**src/rtl/ipcm_ram.sv**
```systemverilog
module ipcm_ram #(
  parameter int W = 8,
  parameter int D = 16
) (
  input  logic                 clk,
  input  logic                 we,
  input  logic [$clog2(D)-1:0] waddr,
  input  logic [W-1:0]         wdata,
  input  logic [$clog2(D)-1:0] raddr,
  output logic [W-1:0]         rdata
);

  logic [W-1:0] mem [D];

  // one write port, one registered read port (old data on collision)
  always_ff @(posedge clk) begin
    if (we) begin
      mem[waddr] <= wdata;
    end
    rdata <= mem[raddr];
  end

endmodule

```
**config.mk**
```make
export PLATFORM = sky130hd
export DESIGN_NAME = ipcm_ram
export DESIGN_NICKNAME = d
export VERILOG_FILES = /design/src/rtl/ipcm_ram.sv
export SDC_FILE = /design/constraint.sdc
export NUM_CORES = 1
export LEC_CHECK = 0
export BUFFER_PORTS_ARGS = -buffer_cell sky130_fd_sc_hd__buf_2
export CAP_MARGIN = 15
export CORE_MARGIN = 5
export CORE_UTILIZATION = 40
export DETAILED_ROUTE_END_ITERATION = 10
export PLACE_DENSITY = 0.54
export SLEW_MARGIN = 20
export SYNTH_ARGS = -nofsm -noshare
export SYNTH_HDL_FRONTEND = slang
export SYNTH_SLANG_ARGS = --single-unit
```
**constraint.sdc**
```tcl
create_clock -name clk -period 1.95 [get_ports clk]
set_input_delay 0.4875 -clock clk [delete_from_list [all_inputs] [get_ports clk]]
set_output_delay 0.4875 -clock clk [all_outputs]
set_load 0.02 [all_outputs]
```
Word level (Yosys, flattened, before mapping)
Memories as Yosys holds them, arrays and structs flattened. A register that Yosys moved wholly into a read port is not among the register bits.
Cells that the tools add are included.
W data, S select, Z words.
{"block": "totals", "wordCells": 3, "output_inout_bits": 8, "ram_bits": 128, "regBits": 0, "memories": 1, "mem_bits_ro": 0, "latch_bits": 0}
{"memory": "mem", "depth": 16, "width": 8, "read_ports": 1, "rd_clocked_by_memory_dff": 1, "wr": 1, "line": "13", "rtl": "logic [W-1:0] mem [D];"}
{"block": "classes", "n_reduce_logical": 0, "n_shift": 0, "n_eq_ne": 0, "bitwise_logic": 0, "muxes": 2, "n_lt_le_gt_ge": 0, "div_mod_pow": 0, "multipliers": 0, "addsub": 0}
{"op": "$mux W1", "count": 2}

Depth between registers and ports, before layout
Gate-level depths: netlist of run 1.
{"block": "depth", "ltp_word": 2, "mapped_depth": 5, "ltp_nobuf": 3}

Worst setup path before layout of run 1
Ideal clock, no wire load.
{"block": "synth_timing", "kind": "input-to-reg", "from": "input port waddr[2]", "to": "memory mem[0][0] (enable)", "arrival_ns": 1.597, "path_buffers": 0, "path_slack_ns": -0.030, "cell_stages": 2, "setup_time_ns": 0.383, "t_required_ns": 1.567, "path_cell_list": "or3b_2 > nor3_1"}
{"item": "start, declared", "line": "7", "rtl": "input logic [$clog2(D)-1:0] waddr,"}
{"item": "end, declared", "line": "13"}
Straight into the memory's write port.

==> results of run 1 <==
[registers in the layout, summed over array words and instances (netlist names)]
name,flops
mem,128
rdata,8
[power by group through the flow]
stage	Combinational [mW]	Sequential, mW	Clock (mW)
finish	0.328	3.29	2.82
global route	0.356	3.29	3.01
CTS	0.336	3.29	2.88
detailed placement	0.336	3.35	0
global placement	0.333	3.35	0
floorplan	0.166	3.37	0
[metal layers]
| metal | vias up | GRT usage [%] | wire length, um |
|---|---|---|---|
| met5 | - | 0 | 0 |
| met3 | 10 | 3.660 | 556 |
| met1 | 1237 | 21.81 | 4836 |
| li1 | 1091 | - | - |
| met4 | 0 | 6.436 | 135 |
| met2 | 77 | 20.69 | 4636 |
[final cells by class]
type                       count  area share, %
sequential                   136          65.03
multi-input combinational     83          17.25
clock buffer                  23          7.275
timing repair buffer          50          5.690
tap                          172          3.495
clock inverter                 9          1.260
[synthesized netlist by cell type, drive strengths merged]
cell | n | area share, %
a22oi | 16 | 2.3
and2 | 1 | 0.12
and2b | 1 | 0.15
buf | 7 | 1.1
clkdlybuf4s25 | 3 | 0.58
dfxtp | 8 | 3.1
edfxtp | 128 | 75
mux4 | 32 | 15
nand2 | 9 | 0.66
nand2b | 2 | 0.24
nand3 | 1 | 0.097
nand3b | 2 | 0.29
nor2 | 13 | 0.95
nor2b | 1 | 0.12
nor3 | 4 | 0.39
or3b | 1 | 0.17
[worst paths after layout]
| kind | to | cells after the start | startpoint | slack (ns) |
|---|---|---|---|---|
| worst max-delay path | rdata[4]$_DFF_P_ | 5 | raddr[0] | 0.40 |
| worst min register to register | rdata[3]$_DFF_P_ | 3 | mem[11][3]$_DFFE_PP_ | 0.67 |
| worst min-delay path | mem[9][5]$_DFFE_PP_ | 1 | wdata[5] | 0.47 |
| worst max register to register | rdata[4]$_DFF_P_ | 3 | mem[10][4]$_DFFE_PP_ | 0.56 |
[logic make-up (layout without fill, tap and decap cells)]
group / Yosys count / count (layout) / synth area share, %
AO/OA/AOI/OAI: 16 / 16 / 2.334
buffers and inverters: 10 / 82 / 1.677
flip-flops: 136 / 136 / 77.78
multiplexers: 32 / 32 / 15.02
AND/OR/NAND/NOR: 35 / 35 / 3.184
[stage by stage]
step                instance area (um2)  TNS [ns]  std cells  util [%]
floorplan                          5152         0        229         -
global placement                   5632  -0.05003        441     44.63
detailed placement                 5632  -0.04546        441     44.63
CTS                                6157         0        473     48.79
global route                       6157         0        473     48.79
finish                             6157         0        473     48.79
==> results.cfg, run 1 <==
[run_status]
outcome = complete, no violations

[cells_and_area]
drive_gt1_share_pct = 31.56
nNetsFinal = 306
area_delta_synth_final_pct = 19.62
final_cell_mix = edfxtp_1, buf_2, buf_4
multi_input_area_um2 = 1062
seq_area_um2 = 4004
nFillCells = 1049
diodes = 0
final_common_cell = edfxtp_1

[timing]
layout_setup_ws_ns = 0.4046
drv_slew = 0
fin_crit_sh_pct = 79.25
timing.slew.headroom_pct = 40.02
tightestPinTransition_ns = 0.8964
hold_viol_final = 0
fin_crit_ns = 1.545
hold_ws_ns = 0.4686
fin_worst_skew_ns = 0.004607
rsz0062_at_grt = no
max_freq_mhz = 647.1
final-setup-viol-count = 0

[setup_path]
slowest_stage = mux4_1
start_kind = primary input
required_ns = 2.23
critPathCaptureType = flip-flop
arrival_ns = 1.82
cpPeakStageDelay_ns = 0.57
cp_cell_sequence = buf_2, buf_12, mux4_1, a22oi_1, nand2_1
path_class = in -> reg
path_max_fanout = 20
cp_top_family = multiplexers
worst-path-buf-inv = 2

[logic_synthesis]
syn_nets = 247
syn_avg_cell_area_um2 = 22.48
ys_warn_count = 0
synth_seq_cells = 136
synth_area_um2 = 5147
synth_cells = 229
synth_cell_types = 19
synth_seq_area_share_pct = 77.78

[power_and_ir_drop]
ir_worst_vdd_mv = 0.4555
power-per-cell-area_nw_per_um2 = 1046
p_total_mw = 6.443
p_switching_mw = 1.298
pwr-share-comb_pct = 5.1
p_int_mw = 5.145
switching_share_pct = 20.15
seqPwrFrac_pct = 51.1
p_clk_share_pct = 43.8
cellLeakagePower_nw = 2.095

[routing]
wl_per_cell_um = 21.49
ant_nets = 0
wl_um = 10170
first_iter_violations = 178
viasPerCell = 5.106
drc = 0
firstDrtPassIters = 4
vias = 2415

[clocking]
cts.clk_slew.worst_paths_ns = 0.05
clock_latency_ns = 0.40
cts_resized = 0
cts_setup_buffers = 0
cts_tree = yes
cts_buffer_depth = 2
root_buffer = clkbuf_16
cts_hold_buf = 0
clkSinkCount = 136
cts_buffers = 17
h-tree-depth = 4

[floorplanning]
start_util_pct = 40.79
core_area_um2 = 12620
dieArea_um2 = 15240
die_x_um = 123.4
rows = 41
io_pins = 26
fp.dieH_um = 123.4

[placed_design]
dp_hpwl_um = 6663
post-place-ws_ns = -0.04546
gp_congestion = 0.7302
port_buffers = 25

[flow_run]
maxCapViolations = 0

[grt]
grt-ovfl-total = 0
grt_max_degree = 33
grt_pass1_wl_um = 15280
antenna_found_initial = 0
grt_pass1_vias = 2486
track_usage_pct = 14.72

[hold_path]
min_path_type = in -> reg
Note: power is estimated with default switching activity, not from simulation.
==> run 2: changes to the inputs <==
--- a/config.mk
+++ b/config.mk
@@ -5,6 +5,7 @@
 export SDC_FILE = /design/constraint.sdc
 export NUM_CORES = 1
 export LEC_CHECK = 0
+export ABC_AREA = 1
 export BUFFER_PORTS_ARGS = -buffer_cell sky130_fd_sc_hd__buf_2
 export CAP_MARGIN = 15
 export CORE_MARGIN = 5
==> constraint.sdc (replaced) <==
create_clock -name clk -period 1.4 [get_ports clk]
set_input_delay 0.35 -clock clk [delete_from_list [all_inputs] [get_ports clk]]
set_output_delay 0.35 -clock clk [all_outputs]
set_load 0.02 [all_outputs]
==> run 2 against run 1 <==
Clock power is 53% higher. Final area up 10%. First-iteration DRC count up 77%. Sequential share of layout area decreased by 6.0 points. Critical path type is now reg -> out. Largest power group unchanged.
==> results.cfg, run 2 <==
[run_status]
outcome = complete, no violations

[clocking]
root_buffer = clkbuf_16
cts_hold_buf = 0
clkSinkCount = 136
cts_resized = 0
h-tree-depth = 4
cts_tree = yes
cts.clk_slew.worst_paths_ns = 0.05
cts_setup_buffers = 0
clock_latency_ns = 0.41
cts_buffers = 17
cts_buffer_depth = 2

[setup_path]
start_kind = flip-flop
critPathCaptureType = primary output
worst-path-buf-inv = 1
cp_top_family = flip-flops
path_class = reg -> out
cpPeakStageDelay_ns = 0.35
path_max_fanout = 1
slowest_stage = dfxtp_1
rrSetupSlack_ns = 0.32
arrival_ns = 0.94
required_ns = 1.05
cp_cell_sequence = buf_2

[cells_and_area]
nNetsFinal = 617
drive_gt1_share_pct = 13.73
fin_util_pct = 48.52
nFillCells = 1315
largest_reg_flops = 128
finalNonFillerCells = 792
area_delta_synth_final_pct = 17.68
reg_top3 = mem x128, rdata x8
final_cell_mix = nand2_1, edfxtp_1, inv_1
final_cell_area_um2 = 6787
final_common_cell = nand2_1
regMostFlops = mem
diodes = 0

[floorplanning]
rows = 43
core_area_um2 = 13990
dieArea_um2 = 16920
start_util_pct = 41.23
fp.dieH_um = 130.1
die_x_um = 130.1
io_pins = 26

[logic_synthesis]
synth_ff_type = edfxtp_1
synth_cell_types = 12
yosysMostFrequentCell = nand2_1
syn_nets = 569
synth_seq_area_share_pct = 69.43
ys_warn_count = 0
synth_edf_count = 128
synth_area_leaders = edfxtp_1, nand2_1, nand3_1
synth_area_um2 = 5767
synth_top_cells_by_count = nand2_1, edfxtp_1, inv_1
synth_top_area_share_pct = 66.65
async_reset_ff_share_pct = 0
syn_avg_cell_area_um2 = 10.47
yosys.area.top_type = edfxtp_1
synth_cells = 551
synth_seq_cells = 136

[routing]
viasPerCell = 4.843
vias = 3836
firstDrtPassIters = 5
first_iter_violations = 315
drc = 0
wl_um = 13430
ant_nets = 0
wl_per_cell_um = 16.96

[timing]
hold_viol_final = 0
timing.slew.headroom_pct = 75.46
rsz0062_at_grt = no
fin_worst_skew_ns = 0.01527
drv_slew = 0
max_freq_mhz = 775.2
tightestPinTransition_ns = 0.3681
layout_setup_ws_ns = 0.1099
fin_crit_ns = 1.290
fin_crit_sh_pct = 92.15
final-setup-viol-count = 0

[placed_design]
place_area_um2 = 6211
port_buffers = 25
post-place-ws_ns = -0.07364
gp_congestion = 0.7943
dp.cells = 760
dp_hpwl_um = 8379

[power_and_ir_drop]
p_clk_share_pct = 45.4
switching_share_pct = 21.28
p_int_mw = 7.482
seqPwrFrac_pct = 48.2
p_total_mw = 9.504
power-per-cell-area_nw_per_um2 = 1400
p_switching_mw = 2.022
pwr-share-comb_pct = 6.4
cellLeakagePower_nw = 2.964
ir_worst_vdd_mv = 0.7732

[grt]
track_usage_pct = 17.15
grt_max_degree = 65
antenna_found_initial = 0
grt_pass1_wl_um = 21050
grt-ovfl-total = 0
grt_pass1_vias = 3814

[flow_run]
maxCapViolations = 0

[hold_path]
min_path_type = in -> reg
==> run 2: cell count changes after synthesis, sizes merged, moves of 2 or more <==
| cell | delta |
|---|---|
| nor2 | +4 |
| nand3 | +96 |
| mux4 | -32 |
| clkdlybuf4s25 | -3 |
| inv | +102 |
| a22oi | -16 |
| nor3 | -4 |
| buf | +17 |
| nand2b | -2 |
| nand2 | +164 |
==> run 2: layout make-up <==
cell class,instances,area (um2),area share [%]
flip-flops and latches,136,4004,59.00
multi-input cells,289,1214,17.88
clock buffers,23,478.0,7.043
repair buffers,53,385.4,5.678
inverters,102,382.9,5.642
well taps,180,225.2,3.319
clock inverters,9,97.59,1.438
==> run 2: metal layers <==
layer  share of wire, %  up-vias  wire length (um)  global-route usage (%)
met5                  0        -                 0                       0
met4                2.0        0               272                   5.929
met3                5.5       20               737                   4.093
met2                 49      107              6543                   28.39
met1                 44     1840              5878                   22.20
li1                   -     1869                 -                       -
==> run 2: worst paths after layout <==
| check | cells after the start | startpoint | end |
|---|---|---|---|
| worst min-delay path | 3 | raddr[3] | rdata[7]$_DFF_P_ |
| worst max-delay path | 1 | rdata[6]$_DFF_P_ | rdata[6] |
| worst max register to register | 6 | mem[1][0]$_DFFE_PP_ | rdata[0]$_DFF_P_ |
| worst min register to register | 6 | mem[12][2]$_DFFE_PP_ | rdata[2]$_DFF_P_ |
==> run 2: kinds of logic (layout without fill, tap and decap cells) <==
| kind of cell | Yosys count | after routing | synth area share (%) |
|---|---|---|---|
| and+or+nand+nor | 289 | 289 | 21.05 |
| buffers and inverters | 126 | 187 | 9.525 |
| DFF | 136 | 136 | 69.43 |
==> run 2: through the flow <==
stage | setup TNS (ns) | hold slack (ns)
2_1_floorplan | 0 | 0.4489
3_3_place_gp | -0.1574 | 0.6535
3_5_place_dp | -0.2006 | 0.6600
4_1_cts | 0 | 0.2556
5_1_grt | 0 | 0.2718
6_report | 0 | 0.2686
==> run 2: power by group through the flow <==
stage	registers, mW	clock network, mW	logic (mW)
finish	4.58	4.31	0.611
global route	4.59	4.60	0.682
CTS	4.58	4.41	0.623
detailed placement	4.66	0	0.619
global placement	4.66	0	0.613
floorplan	4.69	0	0.321
==> run 3: changes to the inputs <==
--- a/config.mk
+++ b/config.mk
@@ -11,7 +11,7 @@
 export CORE_MARGIN = 5
 export CORE_UTILIZATION = 40
 export DETAILED_ROUTE_END_ITERATION = 10
-export PLACE_DENSITY = 0.54
+export PLACE_DENSITY = 0.52
 export SLEW_MARGIN = 20
 export SYNTH_ARGS = -nofsm -noshare
 export SYNTH_HDL_FRONTEND = slang
==> constraint.sdc (replaced) <==
create_clock -name clk -period 1.49 [get_ports clk]
set_input_delay 0.3725 -clock clk [delete_from_list [all_inputs] [get_ports clk]]
set_output_delay 0.3725 -clock clk [all_outputs]
set_load 0.02 [all_outputs]
==> run 3 against run 2 <==
Non-clock buffer count increased by 1. Sequential power is 6.1% lower. Final cell count rose by 0.13%. Die area unchanged. Flip-flop and latch count unchanged. Critical path depth did not move. Via count shrank 1.6%. Hold slack improved by 0.083 ns. Setup slack improved by 0.076 ns. Wire length up 1.9%. Clock-buffer cell count is 1 lower. Largest cell class unchanged. Highest routed layer unchanged.
==> results.cfg, run 3 (synthesis results as in run 2) <==
[power_and_ir_drop]
seqPwrFrac_pct = 49.4
ir_worst_vdd_mv = 0.5984
p_int_mw = 6.808
pwr-share-comb_pct = 6.7
power-per-cell-area_nw_per_um2 = 1289
p_switching_mw = 1.910
p_clk_share_pct = 44.0
switching_share_pct = 21.91
cellLeakagePower_nw = 2.950
p_total_mw = 8.718

[timing]
tns_ns = 0
final-setup-viol-count = 0
drv_slew = 0
tightestPinTransition_ns = 0.4292
max_freq_mhz = 767.0
fin_worst_skew_ns = 0.01036
hold_ws_ns = 0.3521
rsz0062_at_grt = no
hold_viol_final = 0
fin_crit_ns = 1.304
timing.slew.headroom_pct = 71.39
fin_crit_sh_pct = 87.50

[setup_path]
crit_start = rdata[3]$_DFF_P_
rrSetupSlack_ns = 0.48
reg2reg_depth = 6
path_class = reg -> out
cpPeakStageDelay_ns = 0.35
path_depth = 1
slowest_stage = dfxtp_1
cp_cell_sequence = buf_2
path_max_fanout = 1
endpoint = rdata[3]
cp_top_family = flip-flops
critPathCaptureType = primary output
required_ns = 1.12
r2r_end = rdata[4]$_DFF_P_
arrival_ns = 0.93
crit-reg2reg-launch = mem[10][4]$_DFFE_PP_
worst-path-buf-inv = 1
start_kind = flip-flop

[placed_design]
gp_congestion = 0.8098
port_buffers = 25
dp_hpwl_um = 8635

[floorplanning]
core_area_um2 = 13990
io_pins = 26
rows = 43
dieArea_um2 = 16920
die_x_um = 130.1
fp.dieH_um = 130.1
start_util_pct = 41.23

[cells_and_area]
drive_gt1_share_pct = 13.70
reg_top3 = mem x128, rdata x8
final_common_cell = nand2_1
regMostFlops = mem
final_cell_mix = nand2_1, edfxtp_1, inv_1
largest_reg_flops = 128
nNetsFinal = 618
diodes = 0
nFillCells = 1305
area_delta_synth_final_pct = 17.25

[clocking]
root_buffer = clkbuf_16
h-tree-depth = 4
cts_tree = yes
clock_latency_ns = 0.42
cts.clk_slew.worst_paths_ns = 0.06
clkSinkCount = 136
cts_buffer_depth = 2
cts_setup_buffers = 0
cts_resized = 0
cts_buffers = 17
cts_hold_buf = 0

[grt]
grt-ovfl-total = 0
grt_max_degree = 33
antenna_found_initial = 0
grt_pass1_wl_um = 21620
grt_pass1_vias = 3762
track_usage_pct = 17.50

[routing]
ant_nets = 0
wl_um = 13690
wl_per_cell_um = 17.26
viasPerCell = 4.760
firstDrtPassIters = 5
drc = 0
vias = 3775
first_iter_violations = 370

[flow_run]
maxCapViolations = 0

[run_status]
outcome = complete, no violations

[hold_path]
min_path_type = in -> reg
[run 3: power groups by stage]
| stage | sequential (mW) | clock [mW] | combinational (mW) |
|---|---|---|---|
| after floorplan | 4.41 | 0 | 0.302 |
| after CTS | 4.30 | 3.91 | 0.588 |
| after global routing | 4.31 | 4.06 | 0.643 |
| final | 4.30 | 3.83 | 0.580 |
| after global placement | 4.38 | 0 | 0.582 |
| after detailed placement | 4.38 | 0 | 0.586 |
[run 3: worst min path at each step]
stage                         start                   to  slack, ns  depth (start not counted)
6_report                   raddr[3]     rdata[5]$_DFF_P_       0.35                          3
3_3_place_gp    mem[6][7]$_DFFE_PP_     rdata[7]$_DFF_P_       0.66                          6
4_1_cts                    raddr[3]     rdata[5]$_DFF_P_       0.32                          3
2_1_floorplan              wdata[0]  mem[0][0]$_DFFE_PP_       0.47                          0
5_1_grt                    raddr[3]     rdata[5]$_DFF_P_       0.35                          3
3_5_place_dp   mem[12][5]$_DFFE_PP_     rdata[5]$_DFF_P_       0.66                          6
[run 3: area by class of cell]
cell class | instances | area [um2] | area share (%)
Clock inverter | 10 | 78.83 | 1.166
Multi-Input combinational cell | 289 | 1214 | 17.95
Tap cell | 180 | 225.2 | 3.331
Clock buffer | 22 | 464.2 | 6.865
Sequential cell | 136 | 4004 | 59.22
Inverter | 102 | 382.9 | 5.662
Timing Repair Buffer | 54 | 392.9 | 5.811
[run 3: worst reg2reg max path, cell delays in order, from the launching register on]
cell and delay, ns:
edfxtp_1 0.35, inv_1 0.07, nand2_1 0.06, nand3_1 0.09, nand3_1 0.10, nand3_1 0.17
nand2_1 0.06
[run 3: routing by layer]
layer | track usage, % | vias up | wire length (um)
met1 | 25.35 | 1799 | 6761
met2 | 26.04 | 94 | 6173
met4 | 5.929 | 0 | 174
li1 | - | 1870 | -
met5 | 0 | - | 0
met3 | 4.093 | 12 | 581
[run 3: metrics by stage]
step	utilization [%]	setup slack (ns)	instance area, um2	cells
after floorplan	-	0.1667	5767	551
after global placement	44.45	0.02778	6218	761
after detailed placement	44.45	0.004841	6218	761
after CTS	48.34	0.1686	6761	793
after global routing	48.34	0.1586	6761	793
final	48.34	0.1862	6761	793
